===== src/rtl/rau_pkg.sv =====
`timescale 1ns / 1ps
`default_nettype none
package rau_pkg;
	localparam int OperandWidth = 16;
	localparam int MagWidth = 34;

	typedef enum logic [2:0] {
		OP_ADD = 3'd0,
		OP_SUB = 3'd1,
		OP_MUL = 3'd2,
		OP_DIV = 3'd3,
		OP_LESS = 3'd4,
		OP_GREATER = 3'd5,
		OP_EQUAL = 3'd6,
		OP_NONE = 3'd7
	} op_t;

	typedef struct packed {
		logic [2:0] req_type;
		logic signed [15:0] a_num;
		logic signed [15:0] a_den;
		logic signed [15:0] b_num;
		logic signed [15:0] b_den;
	} req_t;

	typedef struct packed {
		logic signed [31:0] res_num;
		logic signed [31:0] res_den;
		logic cmp_true;
	} rsp_t;

	typedef enum logic [3:0] {
		ST_IDLE,
		ST_LOAD_A,
		ST_GCD,
		ST_DIV,
		ST_STORE_A,
		ST_LOAD_B,
		ST_STORE_B,
		ST_MUL1,
		ST_MUL2,
		ST_COMBINE,
		ST_LOAD_R,
		ST_STORE_R,
		ST_DONE
	} state_t;

	typedef enum logic [1:0] {
		SEL_A,
		SEL_B,
		SEL_R
	} sel_t;

	typedef struct packed {
		logic load;
		sel_t sel;
		logic gcd_step;
		logic div_init;
		logic div_step;
		logic store;
		logic mul1;
		logic mul2;
		logic combine;
		logic done;
	} cmd_t;

	typedef struct packed {
		logic gcd_done;
		logic div_done;
		logic is_zero;
		logic arith;
	} sts_t;
endpackage
`default_nettype wire


===== src/rtl/rau_ctrl.sv =====
`timescale 1ns / 1ps
`default_nettype none
module rau_ctrl (
	input wire logic clk,
	input wire logic arst_n,
	input wire logic start,
	output logic busy,
	input wire rau_pkg::sts_t sts,
	output rau_pkg::cmd_t cmd
);
	import rau_pkg::*;

	state_t state_q, state_d;
	sel_t sel_q, sel_d;

	always_ff @(posedge clk or negedge arst_n) begin
		if (!arst_n) begin
			state_q <= ST_IDLE;
			sel_q <= SEL_A;
		end else begin
			state_q <= state_d;
			sel_q <= sel_d;
		end
	end

	always_comb begin
		state_d = state_q;
		sel_d = sel_q;
		cmd = '0;
		cmd.sel = sel_q;
		busy = (state_q != ST_IDLE);
		case (state_q)
			ST_IDLE: begin
				if (start) begin
					state_d = ST_LOAD_A;
					sel_d = SEL_A;
				end
			end
			ST_LOAD_A, ST_LOAD_B, ST_LOAD_R: begin
				cmd.load = 1'b1;
				state_d = ST_GCD;
			end
			ST_GCD: begin
				if (sts.is_zero) begin
					case (sel_q)
						SEL_A: state_d = ST_STORE_A;
						SEL_B: state_d = ST_STORE_B;
						default: state_d = ST_STORE_R;
					endcase
				end else if (sts.gcd_done) begin
					cmd.div_init = 1'b1;
					state_d = ST_DIV;
				end else begin
					cmd.gcd_step = 1'b1;
				end
			end
			ST_DIV: begin
				if (sts.div_done) begin
					case (sel_q)
						SEL_A: state_d = ST_STORE_A;
						SEL_B: state_d = ST_STORE_B;
						default: state_d = ST_STORE_R;
					endcase
				end else begin
					cmd.div_step = 1'b1;
				end
			end
			ST_STORE_A: begin
				cmd.store = 1'b1;
				sel_d = SEL_B;
				state_d = ST_LOAD_B;
			end
			ST_STORE_B: begin
				cmd.store = 1'b1;
				state_d = ST_MUL1;
			end
			ST_MUL1: begin
				cmd.mul1 = 1'b1;
				state_d = ST_MUL2;
			end
			ST_MUL2: begin
				cmd.mul2 = 1'b1;
				state_d = ST_COMBINE;
			end
			ST_COMBINE: begin
				cmd.combine = 1'b1;
				if (sts.arith) begin
					sel_d = SEL_R;
					state_d = ST_LOAD_R;
				end else begin
					state_d = ST_DONE;
				end
			end
			ST_STORE_R: begin
				cmd.store = 1'b1;
				state_d = ST_DONE;
			end
			ST_DONE: begin
				cmd.done = 1'b1;
				state_d = ST_IDLE;
			end
			default: state_d = ST_IDLE;
		endcase
	end
endmodule
`default_nettype wire


===== config.mk =====
export PLATFORM = sky130hd
export DESIGN_NAME = rau_ctrl
export DESIGN_NICKNAME = d
export VERILOG_FILES = /design/src/rtl/rau_pkg.sv /design/src/rtl/rau_ctrl.sv
export SDC_FILE = /design/constraint.sdc
export NUM_CORES = 1
export LEC_CHECK = 0
export BUFFER_PORTS_ARGS = -buffer_cell sky130_fd_sc_hd__buf_2
export CAP_MARGIN = 5
export CELL_PAD_IN_SITES_DETAIL_PLACEMENT = 1
export CELL_PAD_IN_SITES_GLOBAL_PLACEMENT = 2
export CORE_UTILIZATION = 28
export DETAILED_ROUTE_END_ITERATION = 7
export PLACE_DENSITY = 0.77
export SYNTH_ARGS = -nofsm -noshare
export SYNTH_HDL_FRONTEND = slang
export SYNTH_SLANG_ARGS = --single-unit

===== constraint.sdc =====
create_clock -name clk -period 3.24 [get_ports clk]
set_input_delay 0.162 -clock clk [delete_from_list [all_inputs] [get_ports clk]]
set_output_delay 0.162 -clock clk [all_outputs]
set_load 0.005 [all_outputs]

==> flow_metrics.py, run 1 <==
metrics = {
    "floorplan": {
        "fp.coreArea_um2": 1750,
        "fp.dieH_um": 45.4,
        "initial_core_util": 0.303,
        "die_area_um2": 2060,
        "rows": 15,
        "fp.dieW_um": 45.4,
        "pin_count": 19,
    },
    "final_layout": {
        "antenna_cells": 0,
        "multi_input_area_um2": 332,
        "fin_nets": 89,
        "seq_area_um2": 150,
        "num-fill-cells": 222,
        "area_delta_synth_final_pct": 21.8,
        "fin_util": 0.368,
        "drive_gt1_frac": 0.338,
    },
    "critical_path": {
        "crit_path_end_kind": "primary output",
        "required_ns": 3.08,
        "crit_arrival_ns": 1.72,
        "ff2ff_path_depth": 4,
        "crit_slowest_cell": "dfrtp_1",
        "worstSetupPathType": "reg -> out",
        "path_max_fanout": 14,
        "critPathLaunchType": "register",
        "cp-startpoint": "state_q[0]$_DFFE_PN0P_",
        "cp_cell_sequence": "or2b_1, nor4b_4, buf_2",
        "worstReg2RegStart": "state_q[0]$_DFFE_PN0P_",
        "crit_path_max_incr_delay_ns": 0.54,
    },
    "pwr": {
        "vdd_ir_drop_max_mv": 0.411,
        "p_leak_nw": 0.298,
        "powerDensity_nw_per_um2": 890,
    },
    "cts": {
        "cts_resized": 0,
        "clockRootBuffer": "clkbuf_4",
        "htree_levels": 1,
        "clkTransAtPathRegs_ns": 0.06,
        "postCtsSetupBuffers": 0,
        "cts_buffer_depth": 2,
        "clock-sinks": 6,
        "numCtsBuffers": 3,
        "insertion_delay_ns": 0.26,
        "cts_tree": "done",
    },
    "timing": {
        "setup_viol": 0,
        "setup_slack_ns": 1.36,
        "tns_ns": 0,
        "relSlewSlack": 0.651,
        "min_period_ns": 1.88,
        "max_freq_mhz": 532,
        "grt_setup_unrepaired": "no",
        "timing.final.crit_share": 0.581,
        "final-max-slew-violation-count": 0,
        "hold_viol_final": 0,
        "tightest_slew_ns": 0.524,
        "fin_skew_ns": 0.0184,
    },
    "placement": {
        "dp_slack_ns": 1.55,
        "io_buffers": 18,
        "dp_hpwl_um": 1070,
        "gp_congestion": 0.762,
    },
    "route": {
        "wl_per_cell_um": 14.2,
        "drc": 0,
        "ant_nets": 0,
        "vias": 542,
        "drt_iter0_drc": 9,
        "vias_per_cell": 5.16,
        "drtPass1Iterations": 4,
        "wirelength_um": 1490,
    },
    "synth": {
        "synth_area_um2": 528,
        "netlist_top_cells_count": "nor2_1, dfrtp_1, nand2_1, o21ai_0",
        "synth_fp_nets": 71,
        "synth_flop_cell": "dfrtp_1",
        "async_flop_share": 1.00,
        "syn-instance-count": 64,
        "synth_edf_count": 0,
        "ys.warnings.count": 0,
        "yosysMostFrequentCell": "nor2_1",
        "ys_seq_area_frac": 0.284,
        "synth_top_area_share": 0.284,
        "synthDominantAreaCellType": "dfrtp_1",
        "synth-seq-cells": 6,
        "avgSynthCellArea_um2": 8.25,
        "ys_types": 35,
        "synthTopCellsByArea": "dfrtp_1, nor2_1, nor4b_4, o21ai_0, buf_2",
    },
    "grt": {
        "grt_first_pass_wirelength_um": 2310,
        "antenna_found_initial": 0,
        "grt_pass1_vias": 496,
        "grt_max_degree": 19,
        "grt_usage": 0.162,
        "overflow": 0,
    },
    "status": {
        "status": "finished, final reports clean",
    },
    "worst_hold_path": {
        "min_from": "sts[0]",
        "holdCritPathClass": "in -> reg",
        "min_path_cells": 2,
    },
    "job": {
        "maxCapViolCount": 0,
    },
}
[worst max-delay path: cells and delay by family (launching register included)]
kind	cells	cell delay, ns
buf+inv	1	0.17
flops	1	0.54
simple gates	2	0.76
[layout make-up]
type                    count  share of cell area
flip-flops and latches      6               0.233
well taps                  25              0.0486
inverters                   2              0.0117
repair buffers             19               0.156
multi-input cells          50               0.516
clock buffers               3              0.0350
[state kept, by name, summed over array words and instances, names as in the netlist]
name / flops
state_q: 4
sel_q: 2
[logic make-up after synthesis]
| family | share of synthesized area |
|---|---|
| AO/OA/AOI/OAI | 0.251 |
| buffers and inverters | 0.0877 |
| flip-flops | 0.284 |
| AND/OR/NAND/NOR | 0.377 |
[worst paths after layout]
| check | to | slack (ns) |
|---|---|---|
| min in group asynchronous | sel_q[1]$_DFFE_PN0P_ | 0.25 |
| worst max register to register | state_q[3]$_DFFE_PN0P_ | 1.54 |
| worst min-delay path | sel_q[1]$_DFFE_PN0P_ | 0.20 |
| worst max-delay path | cmd[7] | 1.36 |
| worst min register to register | sel_q[0]$_DFFE_PN0P_ | 0.55 |
| max in group asynchronous | state_q[3]$_DFFE_PN0P_ | 2.83 |
[metrics by stage]
step                hold slack, ns  std cells  instance area (um2)  total power [W]
finish                       0.198        105                  643         0.000572
global route                 0.209        105                  643         0.000617
CTS                          0.203        105                  643         0.000574
detailed placement        -0.00677        101                  611         0.000498
global placement          -0.00912        101                  611         0.000492
floorplan                   -0.134         64                  528         0.000418
[placed cells by master (no fill, tap or decap), drive strengths merged]
cell type and count:
and2b 1, o211ai 2, or4 2, nand2 4
dfrtp 6, nor2b 1, clkbuf 3, nor3 3
nor3b 1, buf 18, nand2b 3, nor4 1
a21oi 2, a32oi 1, or3b 1, a21boi 1
a21o 2, dlygate4sd3 1, o22ai 2, and2 1
a32o 1, and3 1, o21ai 5, nor4b 1
a22o 1, o31ai 1, o311ai 1, or2b 1
inv 2, nand4b 1, nor2 9
[per-layer routing]
metal | part of all wire | wire length (um) | global-route usage | up-vias
met3 | 0.038 | 56 | 0.0476 | 2
met5 | 0 | 0 | 0 | -
met4 | 0.0094 | 14 | 0.0727 | 0
li1 | - | - | - | 266
met1 | 0.51 | 763 | 0.217 | 261
met2 | 0.44 | 652 | 0.240 | 13
[report_power, final]
group	leakage (nW)	internal, W	total (W)	switching, W
Combinational	0.209	0.000155	0.000296	0.000141
Sequential	0.0758	0.000108	0.000203	0.0000955
Clock	0.0138	0.0000422	0.0000730	0.0000308
Total	0.298	0.000305	0.000572	0.000267
[what timing repair did]
item / CTS / global route
hold buffers: 1 / 0
setup endpoints to repair: 0 / 0
endpoints found under the hold margin: 6 / 0
Note: power is estimated with default switching activity, not from simulation.
==> run 2, diff against run 1 <==
ABC_AREA = 1   (was default)
CORE_UTILIZATION = 21   (was 28)
PLACE_DENSITY = 0.68   (was 0.77)
clock period = 1.6 ns   (was 3.24 ns; I/O delays follow)
==> run 2 against run 1 <==
Critical endpoint is now cmd[0]. Via count increased by 12%. Critical path type unchanged. Largest power group unchanged. Non-clock buffer count unchanged. Largest cell class unchanged. Hold slack worse by 0.068 ns. Critical path depth up 1.
==> flow_metrics.py, run 2 <==
metrics = {
    "status": {
        "status": "finished, final reports clean",
    },
    "synth": {
        "synth_top_family_by_area": "simple AND/OR/NAND/NOR gates",
        "synthAdderAreaFrac": 0,
        "synth_edf_count": 0,
        "synthDominantAreaCellType": "dfrtp_1",
        "syn-instance-count": 88,
        "synth_area_um2": 552,
        "ys_types": 16,
        "synth-seq-cells": 6,
        "synth_top_area_share": 0.272,
        "synthMuxAreaShare": 0,
        "ys.warnings.count": 0,
        "synth_fp_nets": 95,
        "netlist_top_cells_count": "nand2_1, nor2_1, inv_1",
        "synth_compound_area_frac": 0.0771,
        "synth_xor_area_frac": 0,
        "yosys.area_share.simple": 0.535,
        "async_flop_share": 1.00,
        "yosysMostFrequentCell": "nand2_1",
        "synth_flop_cell": "dfrtp_1",
        "synthTopCellsByArea": "dfrtp_1, nand2_1, nor2_4, nor2_1, inv_1",
        "ys_seq_area_frac": 0.272,
        "avgSynthCellArea_um2": 6.27,
    },
    "final_layout": {
        "drive_gt1_frac": 0.349,
        "fin_nets": 118,
        "num-fill-cells": 347,
        "area_delta_synth_final_pct": 27.7,
        "largest_reg_flops": 4,
        "regMostFlops": "state_q",
        "largestRegisters": "state_q x4, sel_q x2",
        "layout_common_cells": "nand2_1, buf_2, nor2_1",
        "antenna_cells": 0,
        "fin_util": 0.284,
        "final_common_cell": "nand2_1",
        "fin_area_um2": 704,
    },
    "cts": {
        "cts_buffer_depth": 2,
        "cts_resized": 0,
        "postCtsSetupBuffers": 0,
        "htree_levels": 1,
        "cts_tree": "done",
        "insertion_delay_ns": 0.26,
        "cts_hold_buf": 1,
        "clkTransAtPathRegs_ns": 0.04,
        "clockRootBuffer": "clkbuf_4",
        "numCtsBuffers": 3,
        "clock-sinks": 6,
    },
    "grt": {
        "grt_pass1_vias": 595,
        "overflow": 0,
        "grt_max_degree": 7,
        "antenna_found_initial": 0,
        "grt_first_pass_wirelength_um": 2770,
        "grt_usage": 0.143,
    },
    "timing": {
        "tns_ns": 0,
        "setup_slack_ns": 0.183,
        "tightest_slew_ns": 0.269,
        "max_freq_mhz": 706,
        "min_period_ns": 1.42,
        "timing.final.crit_share": 0.885,
        "hold_viol_final": 0,
        "setup_viol": 0,
        "relSlewSlack": 0.821,
        "grt_setup_unrepaired": "no",
        "fin_skew_ns": 0.00883,
        "final-max-slew-violation-count": 0,
    },
    "route": {
        "wirelength_um": 1570,
        "drc": 0,
        "drtPass1Iterations": 4,
        "vias_per_cell": 4.35,
        "ant_nets": 0,
        "vias": 605,
        "wl_per_cell_um": 11.3,
        "drt_iter0_drc": 6,
    },
    "critical_path": {
        "crit_path_max_incr_delay_ns": 0.46,
        "critPathLaunchType": "register",
        "cp_top_family": "flip-flops",
        "path_max_fanout": 5,
        "crit_slowest_cell": "dfrtp_1",
        "crit_path_end_kind": "primary output",
        "required_ns": 1.52,
        "cp_cell_sequence": "nor2_1, inv_1, nor3_1, buf_2",
        "path_buf_inv": 2,
        "crit_arrival_ns": 1.34,
        "worstSetupPathType": "reg -> out",
    },
    "worst_hold_path": {
        "holdCritPathClass": "in -> reg",
    },
    "placement": {
        "dp_hpwl_um": 1360,
        "dpl_cell_area_um2": 672,
        "gp_congestion": 0.773,
        "dp_slack_ns": 0.283,
        "io_buffers": 18,
    },
    "pwr": {
        "p_leak_nw": 0.417,
        "powerDensity_nw_per_um2": 1770,
        "vdd_ir_drop_max_mv": 0.691,
    },
    "floorplan": {
        "initial_core_util": 0.223,
        "rows": 18,
        "die_area_um2": 2840,
        "fp.dieW_um": 53.3,
        "fp.dieH_um": 53.3,
        "fp.coreArea_um2": 2480,
        "pin_count": 19,
    },
    "job": {
        "maxCapViolCount": 0,
    },
}
[run 2: cell count changes after synthesis, moves of 4 or more]
| cell | previous run | this run |
|---|---|---|
| nand2_1 | 4 | 23 |
| nor2_4 | 0 | 5 |
| nand3_1 | 0 | 7 |
| inv_1 | 2 | 11 |
| inv_2 | 0 | 4 |
| nand2_2 | 0 | 5 |
[run 2: final timing paths]
| path | from | to | slack [ns] | depth (start not counted) |
|---|---|---|---|---|
| worst max-delay path | state_q[0]$_DFFE_PN0P_ | cmd[0] | 0.18 | 4 |
| worst min-delay path | sts[2] | state_q[0]$_DFFE_PN0P_ | 0.13 | 4 |
| worst max register to register | state_q[0]$_DFFE_PN0P_ | state_q[0]$_DFFE_PN0P_ | 0.28 | 6 |
| worst min register to register | sel_q[0]$_DFFE_PN0P_ | sel_q[0]$_DFFE_PN0P_ | 0.53 | 2 |
| max in group asynchronous | arst_n | state_q[1]$_DFFE_PN0P_ | 1.27 | 2 |
| min in group asynchronous | arst_n | sel_q[0]$_DFFE_PN0P_ | 0.18 | 2 |
[run 2: logic make-up after synthesis]
group,count (synthesis)
compound gates,8
buf+inv,16
flops,6
simple gates,58
[run 2: area by class of cell]
| type | instances | area [um2] | area share |
|---|---|---|---|
| clock buffer | 3 | 22.5 | 0.0320 |
| inverter | 15 | 56.3 | 0.0799 |
| multi-input combinational | 66 | 338 | 0.480 |
| tap | 30 | 37.5 | 0.0533 |
| sequential | 6 | 150 | 0.213 |
| timing repair buffer | 19 | 100 | 0.142 |
[run 2: power breakdown]
group / leakage [nW] / total (W) / internal (W) / switching, W
registers: 0.0781 / 0.000316 / 0.000215 / 0.000101
logic: 0.325 / 0.000786 / 0.000283 / 0.000503
clock network: 0.0138 / 0.000147 / 0.0000853 / 0.0000621
total: 0.417 / 0.00125 / 0.000583 / 0.000666
[run 2: worst register-to-register path: cells and delay by family, from the launching register on]
kind | cells | cell delay (ns)
AOI/OAI and AO/OA | 1 | 0.08
DFF | 1 | 0.46
and+or+nand+nor | 5 | 0.67
[run 2: layer usage]
metal	routed length, um	vias up	global-route usage
met2	734	19	0.225
met5	0	-	0
met3	87	5	0.0431
met1	720	269	0.176
met4	24	0	0.0658
li1	-	312	-
[run 2: metrics by stage]
step / power (W) / hold slack [ns] / instances
2_1_floorplan: 0.000874 / -0.216 / 88
3_3_place_gp: 0.00112 / -0.0874 / 135
3_5_place_dp: 0.00111 / -0.0833 / 135
4_1_cts: 0.00127 / 0.131 / 139
5_1_grt: 0.00142 / 0.157 / 139
6_report: 0.00125 / 0.130 / 139
==> run 3, diff against run 2 <==
CELL_PAD_IN_SITES_DETAIL_PLACEMENT = default   (was 1)
CELL_PAD_IN_SITES_GLOBAL_PLACEMENT = default   (was 2)
CORE_UTILIZATION = 42   (was 21)
==> run 3 against run 2 <==
Global-route usage up 6.7 points. Utilization up 31 points. Sequential power about the same. Via count down 2.6%. Design area down 2.5%. Register-to-register slack better by 0.02 ns. Fmax down 2.1%. Clock-buffer cell count unchanged. Hold slack better by 0.0075 ns. Die area down 48%. Final cell count down 12%. Largest power group unchanged.
==> flow_metrics.py, run 3 (same netlist as run 2, synthesis figures left out) <==
metrics = {
    "timing": {
        "setup_slack_ns": 0.153,
        "fin_skew_ns": 0.0116,
        "setup_viol": 0,
        "tightest_slew_ns": 0.287,
        "tns_ns": 0,
        "timing.final.crit_share": 0.905,
        "min_period_ns": 1.45,
        "whs_ns": 0.137,
        "relSlewSlack": 0.809,
        "hold_viol_final": 0,
        "final-max-slew-violation-count": 0,
        "grt_setup_unrepaired": "no",
        "max_freq_mhz": 691,
    },
    "cts": {
        "numCtsBuffers": 3,
        "clkTransAtPathRegs_ns": 0.05,
        "clockRootBuffer": "clkbuf_4",
        "clock-sinks": 6,
        "htree_levels": 1,
        "cts_buffer_depth": 2,
        "cts_tree": "done",
        "insertion_delay_ns": 0.26,
    },
    "final_layout": {
        "largest_reg_flops": 4,
        "layout_common_cells": "nand2_1, buf_2, inv_1, nor2_1, nand3_1",
        "area_delta_synth_final_pct": 24.5,
        "regMostFlops": "state_q",
        "final_common_cell": "nand2_1",
        "num-fill-cells": 101,
        "drive_gt1_frac": 0.358,
        "largestRegisters": "state_q x4, sel_q x2",
        "fin_nets": 118,
        "antenna_cells": 0,
        "instances_no_fill": 123,
    },
    "critical_path": {
        "path_buf_inv": 2,
        "cp_num_cells": 4,
        "cp_top_family": "flip-flops",
        "crit_arrival_ns": 1.37,
        "cp-startpoint": "state_q[0]$_DFFE_PN0P_",
        "regToRegEndpoint": "state_q[1]$_DFFE_PN0P_",
        "cp_cell_sequence": "nor2_2, inv_1, nor3_1, buf_2",
        "required_ns": 1.52,
        "crit_end": "cmd[0]",
        "critPathLaunchType": "register",
        "rrSetupSlack_ns": 0.30,
        "ff2ff_path_depth": 6,
        "crit_path_end_kind": "primary output",
        "worstReg2RegStart": "state_q[0]$_DFFE_PN0P_",
        "crit_path_max_incr_delay_ns": 0.47,
        "crit_slowest_cell": "dfrtp_1",
        "path_max_fanout": 5,
        "worstSetupPathType": "reg -> out",
    },
    "route": {
        "ant_nets": 0,
        "wirelength_um": 1260,
        "vias_per_cell": 4.79,
        "drc": 0,
        "drt_iter0_drc": 30,
        "drtPass1Iterations": 4,
        "vias": 589,
        "wl_per_cell_um": 10.3,
    },
    "floorplan": {
        "pin_count": 19,
        "fp.dieH_um": 38.2,
        "fp.dieW_um": 38.2,
        "rows": 12,
        "fp.coreArea_um2": 1160,
        "initial_core_util": 0.477,
        "die_area_um2": 1460,
    },
    "grt": {
        "grt_max_degree": 7,
        "grt_pass1_vias": 482,
        "antenna_found_initial": 0,
        "grt_usage": 0.210,
        "grt_first_pass_wirelength_um": 2020,
        "overflow": 0,
    },
    "status": {
        "status": "finished, final reports clean",
    },
    "job": {
        "maxCapViolCount": 0,
    },
    "placement": {
        "io_buffers": 18,
        "placed_cells": 119,
        "dp_slack_ns": 0.282,
        "gp_congestion": 0.864,
        "dp_hpwl_um": 1020,
    },
    "worst_hold_path": {
        "holdCritPathClass": "in -> reg",
    },
    "pwr": {
        "vdd_ir_drop_max_mv": 1.17,
        "powerDensity_nw_per_um2": 1800,
        "p_leak_nw": 0.417,
    },
}
==> run 3: cell counts in the layout (fill, tap and decap cells not counted) <==
Identical to the previous run, type by type.
==> run 3: where the power goes <==
part | internal (W) | switching, W | total, W | leakage [nW]
registers | 0.000215 | 0.000104 | 0.000318 | 0.0781
clock network | 0.0000853 | 0.0000616 | 0.000147 | 0.0138
logic | 0.000286 | 0.000486 | 0.000772 | 0.325
==> run 3: cell type report <==
cell class	instances	area (um2)	area share
clock buffer	3	22.5	0.0328
inverter	15	56.3	0.0820
multi-input combinational	66	340	0.495
sequential	6	150	0.219
tap	14	17.5	0.0255
timing repair buffer	19	100	0.146
==> run 3: worst reg2reg max path, delay by kind of cell (launching register included) <==
family	cells	cell delay [ns]
flops	1	0.47
simple gates	5	0.62
compound gates	1	0.08
==> run 3: how the worst min path moves through the flow <==
stage	startpoint	endpoint	slack (ns)	depth (start not counted)
after floorplan	arst_n	sel_q[0]$_DFFE_PN0P_	-0.22	0
after global placement	arst_n	state_q[0]$_DFFE_PN0P_	-0.09	1
after detailed placement	arst_n	state_q[0]$_DFFE_PN0P_	-0.09	1
after CTS	sts[2]	state_q[0]$_DFFE_PN0P_	0.14	4
after global routing	sts[2]	state_q[0]$_DFFE_PN0P_	0.16	4
final	sts[2]	state_q[0]$_DFFE_PN0P_	0.14	4
==> run 3: per-stage QoR <==
stage,total power [W],instance area (um2),utilization
floorplan,0.000874,552,-
global placement,0.00108,652,0.564
detailed placement,0.00107,652,0.564
CTS,0.00122,684,0.592
global route,0.00136,687,0.594
finish,0.00124,687,0.594
==> run 3: metal layers <==
metal,up-vias,GRT usage,part of all wire
met2,20,0.326,0.44
met4,0,0.107,0.017
met3,3,0.0523,0.053
met5,-,0,0
li1,313,-,-
met1,253,0.264,0.49
==> run 3: what timing repair did <==
action,4_1_cts,5_1_grt
endpoints found under the hold margin,6,0
endpoints found under the setup margin,0,1
buffers inserted,0,0
hold buffers,1,0
resized for setup,0,1
